$ cat src/design/icst_pkg.sv
package icst_pkg;

    localparam int W_CUR       = 20;
    localparam int W_PTHR      = 16;
    localparam int W_LIMIT     = 8;
    localparam int W_CFG_INDEX = 2;
    localparam int W_CFG_DATA  = 20;
    localparam int W_PROD      = 2 * W_CUR;
    localparam int W_GAIN      = W_PROD + 10;
    localparam int W_RHS       = W_PROD + W_CUR;
    localparam int W_CMP       = W_GAIN + 12;
    localparam int W_STATE     = 3;

    // Register indexes of the configuration port.
    localparam logic [W_CFG_INDEX-1:0] REG_PRED_THR = 2'd0;
    localparam logic [W_CFG_INDEX-1:0] REG_MEAS_THR = 2'd1;
    localparam logic [W_CFG_INDEX-1:0] REG_MEAS_LIM = 2'd2;
    localparam logic [W_CFG_INDEX-1:0] REG_PRED_LIM = 2'd3;

    localparam logic [W_PTHR-1:0]  PRED_THR_RESET = 16'd5120;
    localparam logic [W_CUR-1:0]   MEAS_THR_RESET = 20'd0;
    localparam logic [W_LIMIT-1:0] MEAS_LIM_RESET = 8'd6;
    localparam logic [W_LIMIT-1:0] PRED_LIM_RESET = 8'd6;

    // 25 A in Q16.4, squared.
    localparam logic [W_PROD-1:0] SMALL_PRIM_SQ = 40'd160000;
    // 280 A in Q16.4, squared.
    localparam logic [W_PROD-1:0] DEN_OFFSET    = 40'd20070400;
    localparam logic [W_LIMIT-1:0] RUN_MAX      = 8'd255;

endpackage

$ cat src/design/iron_core_saturation_trip.sv
// Iron core saturation trip.
// Input channel: one control sample per transaction (plasma current, primary
// current, measured saturation, online flag), qualified by i_in_valid and
// held off by o_in_stall. Output channel: one trip flag per sample on
// o_in_saturation, qualified by o_out_valid and held off by i_out_stall.
// Configuration: i_cfg_we writes i_cfg_data into the register at i_cfg_index
// (0 predicted threshold, 1 measured threshold, 2 measured limit,
// 3 predicted limit); write only while no sample is in flight.
// An online sample passes through a single shared 20x20 multiplier in four
// steps (two squares, two halves of the threshold product), then one compare
// step and one output step; a new sample is taken only once the last one has
// been handed to the output register. An offline sample goes straight to the
// output step with trip 0 and leaves both run counters unchanged.
// The result sits in an output register, so a stalled receiver only blocks
// the input once the next result is finished and cannot be handed over.
// Synchronous reset clears the run counters, empties the output register
// and restores the configuration registers to their defaults.
module iron_core_saturation_trip (
    input  logic                                i_clk,
    input  logic                                i_rst_n,
    input  logic                                i_in_valid,
    output logic                                o_in_stall,
    input  logic signed [icst_pkg::W_CUR-1:0]   i_plasma_current,
    input  logic signed [icst_pkg::W_CUR-1:0]   i_primary_current,
    input  logic signed [icst_pkg::W_CUR-1:0]   i_measured_saturation,
    input  logic                                i_online,
    output logic                                o_out_valid,
    input  logic                                i_out_stall,
    output logic                                o_in_saturation,
    input  logic                                i_cfg_we,
    input  logic [icst_pkg::W_CFG_INDEX-1:0]    i_cfg_index,
    input  logic [icst_pkg::W_CFG_DATA-1:0]     i_cfg_data
);

    localparam logic [icst_pkg::W_STATE-1:0] S_IDLE = 3'd0;
    localparam logic [icst_pkg::W_STATE-1:0] S_SQA  = 3'd1;
    localparam logic [icst_pkg::W_STATE-1:0] S_SQB  = 3'd2;
    localparam logic [icst_pkg::W_STATE-1:0] S_MLO  = 3'd3;
    localparam logic [icst_pkg::W_STATE-1:0] S_MHI  = 3'd4;
    localparam logic [icst_pkg::W_STATE-1:0] S_CMP  = 3'd5;
    localparam logic [icst_pkg::W_STATE-1:0] S_DONE = 3'd6;

    logic [icst_pkg::W_STATE-1:0]     r_state;
    logic [icst_pkg::W_STATE-1:0]     n_state;

    logic [icst_pkg::W_PTHR-1:0]      r_pred_thr;
    logic signed [icst_pkg::W_CUR-1:0] r_meas_thr;
    logic [icst_pkg::W_LIMIT-1:0]     r_meas_lim;
    logic [icst_pkg::W_LIMIT-1:0]     r_pred_lim;
    logic [icst_pkg::W_LIMIT-1:0]     r_meas_cnt;
    logic [icst_pkg::W_LIMIT-1:0]     r_pred_cnt;

    logic [icst_pkg::W_CUR-1:0]       r_mag_prim;
    logic [icst_pkg::W_CUR-1:0]       r_mag_plasma;
    logic                             r_meas_hit;
    logic [icst_pkg::W_PROD-1:0]      r_a2;
    logic [icst_pkg::W_GAIN-1:0]      r_a2_gain;
    logic                             r_big;
    logic [icst_pkg::W_PROD-1:0]      r_den;
    logic [icst_pkg::W_RHS-1:0]       r_rhs;
    logic                             r_trip;

    logic                             r_out_valid;
    logic                             r_out_trip;

    logic                             in_accept;
    logic                             out_free;
    logic [icst_pkg::W_CUR-1:0]       mul_a;
    logic [icst_pkg::W_CUR-1:0]       mul_b;
    logic [icst_pkg::W_PROD-1:0]      prod;
    logic [icst_pkg::W_GAIN-1:0]      a2_ext;
    logic                             pred_hit;
    logic [icst_pkg::W_LIMIT-1:0]     n_meas_cnt;
    logic [icst_pkg::W_LIMIT-1:0]     n_pred_cnt;

    function automatic logic [icst_pkg::W_CUR-1:0] abs20(
        input logic signed [icst_pkg::W_CUR-1:0] x
    );
        return x[icst_pkg::W_CUR-1] ? (~x + 1'b1) : x;
    endfunction

    assign in_accept  = i_in_valid && (r_state == S_IDLE);
    assign o_in_stall = (r_state != S_IDLE);
    assign out_free   = !r_out_valid || !i_out_stall;

    // The one multiplier, time-shared by the sequencer.
    always_comb begin
        unique case (r_state)
            S_SQA: begin
                mul_a = r_mag_prim;
                mul_b = r_mag_prim;
            end
            S_SQB: begin
                mul_a = r_mag_plasma;
                mul_b = r_mag_plasma;
            end
            S_MLO: begin
                mul_a = icst_pkg::W_CUR'(r_pred_thr);
                mul_b = r_den[icst_pkg::W_CUR-1:0];
            end
            S_MHI: begin
                mul_a = icst_pkg::W_CUR'(r_pred_thr);
                mul_b = r_den[icst_pkg::W_PROD-1:icst_pkg::W_CUR];
            end
            default: begin
                mul_a = '0;
                mul_b = '0;
            end
        endcase
    end

    assign prod = icst_pkg::W_PROD'(mul_a) * icst_pkg::W_PROD'(mul_b);

    // Gain of 784 is 512 + 256 + 16.
    assign a2_ext = icst_pkg::W_GAIN'(r_a2);

    assign pred_hit = r_big &&
        ({r_a2_gain, 12'b0} > icst_pkg::W_CMP'(r_rhs));

    always_comb begin
        if (!r_meas_hit) begin
            n_meas_cnt = '0;
        end else if (r_meas_cnt == icst_pkg::RUN_MAX) begin
            n_meas_cnt = r_meas_cnt;
        end else begin
            n_meas_cnt = r_meas_cnt + 1'b1;
        end
        if (!pred_hit) begin
            n_pred_cnt = '0;
        end else if (r_pred_cnt == icst_pkg::RUN_MAX) begin
            n_pred_cnt = r_pred_cnt;
        end else begin
            n_pred_cnt = r_pred_cnt + 1'b1;
        end
    end

    always_comb begin
        n_state = r_state;
        unique case (r_state)
            S_IDLE: begin
                if (in_accept) begin
                    n_state = i_online ? S_SQA : S_DONE;
                end
            end
            S_SQA:  n_state = S_SQB;
            S_SQB:  n_state = S_MLO;
            S_MLO:  n_state = S_MHI;
            S_MHI:  n_state = S_CMP;
            S_CMP:  n_state = S_DONE;
            S_DONE: begin
                if (out_free) begin
                    n_state = S_IDLE;
                end
            end
            default: n_state = S_IDLE;
        endcase
    end

    // Control state and configuration registers.
    always_ff @(posedge i_clk) begin
        if (!i_rst_n) begin
            r_state     <= S_IDLE;
            r_out_valid <= 1'b0;
            r_meas_cnt  <= '0;
            r_pred_cnt  <= '0;
            r_pred_thr  <= icst_pkg::PRED_THR_RESET;
            r_meas_thr  <= icst_pkg::MEAS_THR_RESET;
            r_meas_lim  <= icst_pkg::MEAS_LIM_RESET;
            r_pred_lim  <= icst_pkg::PRED_LIM_RESET;
        end else begin
            r_state <= n_state;
            if (r_state == S_CMP) begin
                r_meas_cnt <= n_meas_cnt;
                r_pred_cnt <= n_pred_cnt;
            end
            if (r_state == S_DONE && out_free) begin
                r_out_valid <= 1'b1;
            end else if (!i_out_stall) begin
                r_out_valid <= 1'b0;
            end
            if (i_cfg_we) begin
                unique case (i_cfg_index)
                    icst_pkg::REG_PRED_THR: r_pred_thr <= i_cfg_data[icst_pkg::W_PTHR-1:0];
                    icst_pkg::REG_MEAS_THR: r_meas_thr <= i_cfg_data[icst_pkg::W_CUR-1:0];
                    icst_pkg::REG_MEAS_LIM: r_meas_lim <= i_cfg_data[icst_pkg::W_LIMIT-1:0];
                    icst_pkg::REG_PRED_LIM: r_pred_lim <= i_cfg_data[icst_pkg::W_LIMIT-1:0];
                    default: ;
                endcase
            end
        end
    end

    // Datapath registers.
    always_ff @(posedge i_clk) begin
        if (in_accept) begin
            r_mag_prim   <= abs20(i_primary_current);
            r_mag_plasma <= abs20(i_plasma_current);
            r_meas_hit   <= i_measured_saturation > r_meas_thr;
            r_trip       <= 1'b0;
        end
        unique case (r_state)
            S_SQA: r_a2 <= prod;
            S_SQB: begin
                r_den     <= prod + icst_pkg::DEN_OFFSET;
                r_a2_gain <= (a2_ext << 9) + (a2_ext << 8) + (a2_ext << 4);
                r_big     <= r_a2 > icst_pkg::SMALL_PRIM_SQ;
            end
            S_MLO: r_rhs <= icst_pkg::W_RHS'(prod);
            S_MHI: r_rhs <= r_rhs + (icst_pkg::W_RHS'(prod) << icst_pkg::W_CUR);
            S_CMP: r_trip <= (n_meas_cnt > r_meas_lim) || (n_pred_cnt > r_pred_lim);
            default: ;
        endcase
        if (r_state == S_DONE && out_free) begin
            r_out_trip <= r_trip;
        end
    end

    assign o_out_valid     = r_out_valid;
    assign o_in_saturation = r_out_trip;

endmodule

$ cat config.mk
export PLATFORM = sky130hd
export DESIGN_NAME = iron_core_saturation_trip
export DESIGN_NICKNAME = d
export VERILOG_FILES = /design/src/design/icst_pkg.sv /design/src/design/iron_core_saturation_trip.sv
export SDC_FILE = /design/constraint.sdc
export NUM_CORES = 2
export LEC_CHECK = 0
export BUFFER_PORTS_ARGS = -buffer_cell sky130_fd_sc_hd__buf_2
export CORE_ASPECT_RATIO = 1.1
export CORE_MARGIN = 5
export CORE_UTILIZATION = 30
export DETAILED_ROUTE_END_ITERATION = 6
export PLACE_DENSITY = 0.51
export SLEW_MARGIN = 20
export SYNTH_ARGS = -nofsm -noshare
export SYNTH_HDL_FRONTEND = slang
export SYNTH_SLANG_ARGS = --single-unit
$ cat constraint.sdc
create_clock -name i_clk -period 12.05 [get_ports i_clk]
set_clock_uncertainty 0.1 [all_clocks]
set_input_delay 1.8075 -clock i_clk [delete_from_list [all_inputs] [get_ports i_clk]]
set_output_delay 1.8075 -clock i_clk [all_outputs]
set_load 0.01 [all_outputs]
# After elaboration in Yosys (flattened, before gate mapping)
# Index checks and enable logic that the tools add are counted.
# op_classes
n_eq_ne	14
order_cmp	5
div	0
reduce_logical	18
add_sub_neg	8
muxes	17
shifts	0
mul	1
bitwise	2
# op_table
op	n
case mux 60 bit (2 select lines)	1
case mux 20 bit (4 select lines)	1
greater-than comparator 62 x 60 -> 1 bit	1
adder 60 bit	1
case mux 20 bit (3 select lines)	1
adder 49 x 48 -> 50 bit	1
adder 50 x 44 -> 50 bit	1
adder 20 x 1 -> 20 bit, second input constant	2
adder 40 x 25 -> 40 bit, second input constant	1
greater-than comparator 40 x 18 -> 1 bit, second input constant	1
multiplier 20 x 20 -> 40 bit	1
inverter 20 bit	2
2-to-1 mux 19 bit	2
2-to-1 mux 8 bit	4
case mux 3 bit (7 select lines)	1
greater-than comparator 20 bit	1
adder 8 x 1 -> 8 bit, second input constant	2
== test 8 bit, second input constant	2
greater-than comparator 8 bit	2
AND reduction 2 bit	5
== test 3 bit, second input constant	3
2-to-1 mux 3 bit	3
== test 3 x 2 -> 1 bit, second input constant	2
== test 2 bit, second input constant	2
other kinds (13)	22
# totals
wordCells	85
rom_bits	0
ff_bits	306
latchBits	0
memories	0
output_inout_bits	3
ramBits	0
input_bits	88

# Depth between registers and ports, before layout
# logic_depth
word_depth	6
ltp_mapped	45
depth_no_buf	39

# Least setup slack after synthesis
# No wires, ideal clock.
# synth_path
path_kind	register to register
from	reg r_state[1] (netlist bit)
to	reg r_rhs[58] (netlist bit) (data pin)
synth_period_minus_slack_ns	12.304
path_stages_with_launch	43
required_ns	11.684
arrival_ns	11.938
path_buffers	6
setup_ns	0.266
setup_slack_ns	-0.254
path_cell_list	dfxtp_1 > clkbuf_1 > nor2b_1 > and2_1 > clkbuf_1 > clkbuf_1 > a22o_1 > a21o_1 > clkbuf_1 > nand2_1 > fa_1 > inv_1 > fa_1 > inv_1 > fa_1 > inv_1 > fa_1 > fa_1 > (+7 left out) > o211ai_1 > a221oi_2 > o21ai_2 > o211ai_1 > a21oi_1 > o22ai_1 > xnor2_2 > ha_1 > clkbuf_1 > a21o_1 > a21oi_1 > o21bai_1 > a21o_1 > a21o_1 > a21oi_1 > o21ai_0 > xnor2_1 > nor2_1
# synth_between
elab_chain_cells	6
# synth_rtl
element	line_no	rtl
from (decl)	iron_core_saturation_trip.sv:43	logic [icst_pkg::W_STATE-1:0] r_state;
from (signal assigned)	iron_core_saturation_trip.sv:171	r_state <= n_state;
== test 3 bit / == test 3 x 2 -> 1 bit (equally long branches)	iron_core_saturation_trip.sv:88	unique case (r_state)
OR reduction 2 bit (no line)	-	
case mux 20 bit (3 select lines)	iron_core_saturation_trip.sv:88	
multiplier 20 x 20 -> 40 bit (*)	iron_core_saturation_trip.sv:112	assign prod = icst_pkg::W_PROD'(mul_a) * icst_pkg::W_PROD'(mul_b);
via prod (one bit)	iron_core_saturation_trip.sv:70	logic [icst_pkg::W_PROD-1:0] prod;
adder 60 bit (*)	iron_core_saturation_trip.sv:209	S_MHI: r_rhs <= r_rhs + (icst_pkg::W_RHS'(prod) << icst_pkg::W_CUR);
case mux 60 bit (2 select lines) (*)	iron_core_saturation_trip.sv:201	unique case (r_state)
to (signal assigned)	iron_core_saturation_trip.sv:208	S_MLO: r_rhs <= icst_pkg::W_RHS'(prod);
to (signal assigned)	iron_core_saturation_trip.sv:209	
to (decl)	iron_core_saturation_trip.sv:60	logic [icst_pkg::W_RHS-1:0] r_rhs;
# The timed path passes the listed nets; every way through them passes the cells marked *.
# A chain may end at the register's enable or synchronous reset.

# Final worst setup path
# Ends and elaborated chain as after synthesis.

==> results by group <==
Outcome
  • Status: finished, final reports clean

Yosys
  • Seq cells post-synth: 302
  • Syn nets: 4350
  • Synth Area per Inst: 9.287 um^2
  • Post-synthesis sequential area ratio: 0.2528
  • Synth Warn #: 0
  • Post-synth EDFFs: 230
  • Ys async rst share: 0
  • Cells after Synth: 3556
  • Mapped cell area: 33020 um^2
  • Synth Flop Type: edfxtp_1
  • Count of cell types in the netlist: 94

Die
  • Die ar.: 116800 um^2
  • Die Height: 358.0 um
  • Starting Density: 0.3025
  • Core area: 109200 um^2
  • Die width: 326.3 um
  • Io pins: slightly above 90
  • Row cnt: 127

Global route
  • Antenna violations before repair: 2
  • Pin count of the biggest net entering global routing: 65
  • Total track usage: 0.1740
  • Grt total ovfl: 0
  • First-pass GRT wire length: around 160000 um
  • Vias in the first global route: 26110

Critical path
  • Critical Path End Type: register
  • Worst reg-to-reg path cell count: 35
  • CP Launch Type: register
  • Slowest cell on crit path: xor2_1
  • Required @ worst endpoint: 12.23 ns
  • WP data arrival: 11.58 ns
  • Crit path kind: register to register
  • Max incr delay on CP: between 0.6 and 0.7 ns
  • CP max FO: 19
  • CP dominant cell by count: fa_1

Power and ir drop
  • Sequential power share: 0.186
  • Clock power frac: 0.122
  • Sw Ratio: 0.4981
  • Net Sw Power: roughly 5000 uW
  • P_int: 4896 uW
  • Cell Pwr Density: 265.5 nW/um^2
  • IR drop worst, VDD: ~0.17 mV
  • LEAKAGE: 0.01641 uW
  • Comb power frac: 0.692

Place
  • DP Wirelength: between 80000 and 90000 um
  • Routability cong.: 0.8850
  • Placed Area: 35430 um^2
  • Port Buffer Count: 90

Routing
  • Detailed Route Iter0 Violations: 1855
  • First-pass DRT Iterations: 6
  • DRT Wirelength: 102000 um
  • DRT antenna net count: 0
  • Drc violations: 0
  • Vias post-DR: 25509
  • Via/cell ratio: 5.016
  • Drt wl/cell: between 20 and 25 um

STA
  • Fin crit share: 0.9459
  • Fin. Hold Viols: 0
  • Max-slew violation count: 0
  • Setup TNS: 0 ns
  • Final min period: 11.40 ns
  • Slew headroom: 0.1988
  • Worst-margin pin slew: 1.194 ns
  • FMAX: 87.74 MHz
  • RSZ-0062 raised after global routing: false
  • Setup violations, final: 0

Cells and area
  • Area added between synthesis and finish: 11.26%
  • Fillers: 11293
  • Design area: between 30000 and 40000 um^2
  • Final #Nets: 4436
  • ANT cells: 0
  • Share of cells above drive strength 1: 0.08317

Worst hold path
  • Worst Hold Class: register to register
  • Worst hold path depth: 2

CTS
  • Clock Path Buffers: 3
  • CTS H-tree depth: 2
  • CTS tree: yes
  • Clk_lat worst skew: 0.57 ns
  • Clock sinks: 302
  • Total CTS buffers: 37
  • Clk slew on worst S/H paths: ~0.06 ns
  • CTS Root Cell: clkbuf_16

Flow run
  • Max Cap Violations: 0
through the flow:
step                hold WS (ns)  power, uW  utilization  setup WS, ns  instances
floorplan                 0.3003       6363            -        0.9991       3556
global placement          0.3426       8611       0.3245        0.6817       5021
detailed placement        0.3465       8544       0.3245        0.6505       5021
CTS                       0.3552       9825       0.3362        0.6001       5085
global route              0.3665      10570       0.3366       0.04534       5086
finish                    0.3523       9755       0.3366        0.6525       5086
critical path, delay by kind of cell, from the launching register on:
kind / cells / cell delay, ns
AO/OA/AOI/OAI: 10 / 2.82
XOR/XNOR: 2 / 0.76
adder cells (fa/ha/maj): 9 / 4.17
buffers and inverters: 5 / 0.29
flip-flops: 1 / 0.52
AND/OR/NAND/NOR: 9 / 2.44
logic make-up (layout without fill, tap and decap cells):
| logic type | Yosys count | in the layout | share of synthesized area |
|---|---|---|---|
| AND/OR/NAND/NOR | 1046 | 1046 | 0.1429 |
| adder cells (fa/ha/maj) | 706 | 706 | 0.3487 |
| buffers and inverters | 665 | 776 | 0.07589 |
| AO/OA/AOI/OAI | 659 | 659 | 0.1290 |
| flip-flops | 302 | 302 | 0.2528 |
| XOR/XNOR | 166 | 166 | 0.04683 |
| multiplexers | 12 | 12 | 0.003941 |
flip-flops by register name (all words and copies together) (netlist names), 16 cells and up:
register and count:
r_a2 40, r_rhs 60, r_a2_gain 46, r_pred_thr 16, r_mag_prim 20, r_den 40, r_meas_thr 20, r_mag_plasma 20
Yosys cell counts, types with 4 or more instances:
library cell / number / area share
nor3b_1: 4 / 0.00091
nor3_1: 31 / 0.0047
and2_1: 43 / 0.0081
or2_2: 12 / 0.0023
o211ai_1: 13 / 0.0030
a22oi_1: 10 / 0.0023
nor2b_1: 23 / 0.0044
nand3_1: 42 / 0.0064
nand3b_1: 7 / 0.0016
ha_1: 349 / 0.13
o31a_1: 5 / 0.0013
a21o_1: 98 / 0.022
o31ai_1: 15 / 0.0034
xnor2_2: 6 / 0.0030
a22o_1: 16 / 0.0042
fa_1: 357 / 0.22
a21oi_1: 233 / 0.035
a31oi_1: 18 / 0.0034
nand2_1: 481 / 0.055
a221o_1: 15 / 0.0045
edfxtp_1: 230 / 0.21
inv_1: 535 / 0.061
o21ai_2: 5 / 0.0013
o21ai_0: 109 / 0.017
o22ai_1: 7 / 0.0013
nor4_1: 7 / 0.0013
a211oi_2: 7 / 0.0027
and3_1: 21 / 0.0040
nand4_1: 39 / 0.0074
o21a_1: 14 / 0.0032
or3_1: 7 / 0.0013
xor2_1: 43 / 0.011
mux2i_1: 4 / 0.0012
o21ai_1: 6 / 0.00091
o41ai_1: 9 / 0.0024
dfxtp_1: 72 / 0.044
clkbuf_1: 122 / 0.014
or4_1: 9 / 0.0020
o21bai_1: 15 / 0.0034
a221oi_1: 12 / 0.0032
nand2b_1: 30 / 0.0057
nor2_1: 269 / 0.031
a211oi_1: 11 / 0.0025
xnor2_1: 113 / 0.030
mux2_2: 8 / 0.0027
path summary, 6_finish.rpt:
kind	endpoint	slack, ns	startpoint
setup reg to reg	r_rhs[58]	0.65	r_state[1]
hold / removal	r_pred_lim[4]	0.35	r_pred_lim[4]
hold reg to reg	r_pred_lim[4]	0.35	r_pred_lim[4]
setup / recovery	r_rhs[58]	0.65	r_state[1]
layout by cell type (no fill, tap or decap), types with 18 or more instances in the layout:
cell type / synthesis / layout
nand2b_1: 30 / 30
inv_1: 535 / 535
a21oi_1: 233 / 233
fa_1: 357 / 357
nor2b_1: 23 / 23
and3_1: 21 / 21
a31oi_1: 18 / 18
buf_2: 2 / 90
nand4_1: 39 / 39
xnor2_1: 113 / 113
clkbuf_16: 0 / 38
edfxtp_1: 230 / 230
xor2_1: 43 / 43
nand2_1: 481 / 480
nor2_1: 269 / 267
ha_1: 349 / 349
nor3_1: 31 / 30
nand3_1: 42 / 42
a21o_1: 98 / 98
dfxtp_1: 72 / 72
buf_4: 0 / 83
and2_1: 43 / 41
o21ai_0: 109 / 107
area by class of cell:
cell class                      instances  area [um^2]  area share
Tap cell                             1419         1775     0.04832
Inverter                              538         2019     0.05496
Timing Repair Buffer                  174         1101     0.02997
Sequential cell                       302         8348      0.2272
Multi-Input combinational cell       2589        22220      0.6048
Clock inverter                         17        242.7    0.006607
Clock buffer                           47         1035     0.02816
timing repair:
action / in CTS / in global routing
hold buffers: 0 / 0
gates resized for setup: 0 / 1
setup endpoints to repair: 0 / 3
setup buffers: 0 / 0
layer usage:
metal,up-vias,GRT usage,wire length (um)
met5,-,0,23
met1,12642,0.2301,44480
met2,729,0.3033,49390
li1,11992,-,-
met4,4,0.03703,2322
met3,142,0.02709,5810
power by group through the flow:
stage	logic [uW]	registers [uW]	clock network, uW
3_3_place_gp	6770	1840	0
3_5_place_dp	6710	1840	0
5_1_grt	7480	1840	1250
6_report	6750	1820	1190
4_1_cts	6790	1820	1220
2_1_floorplan	4630	1730	0
Power figures use the tool's default switching activity.
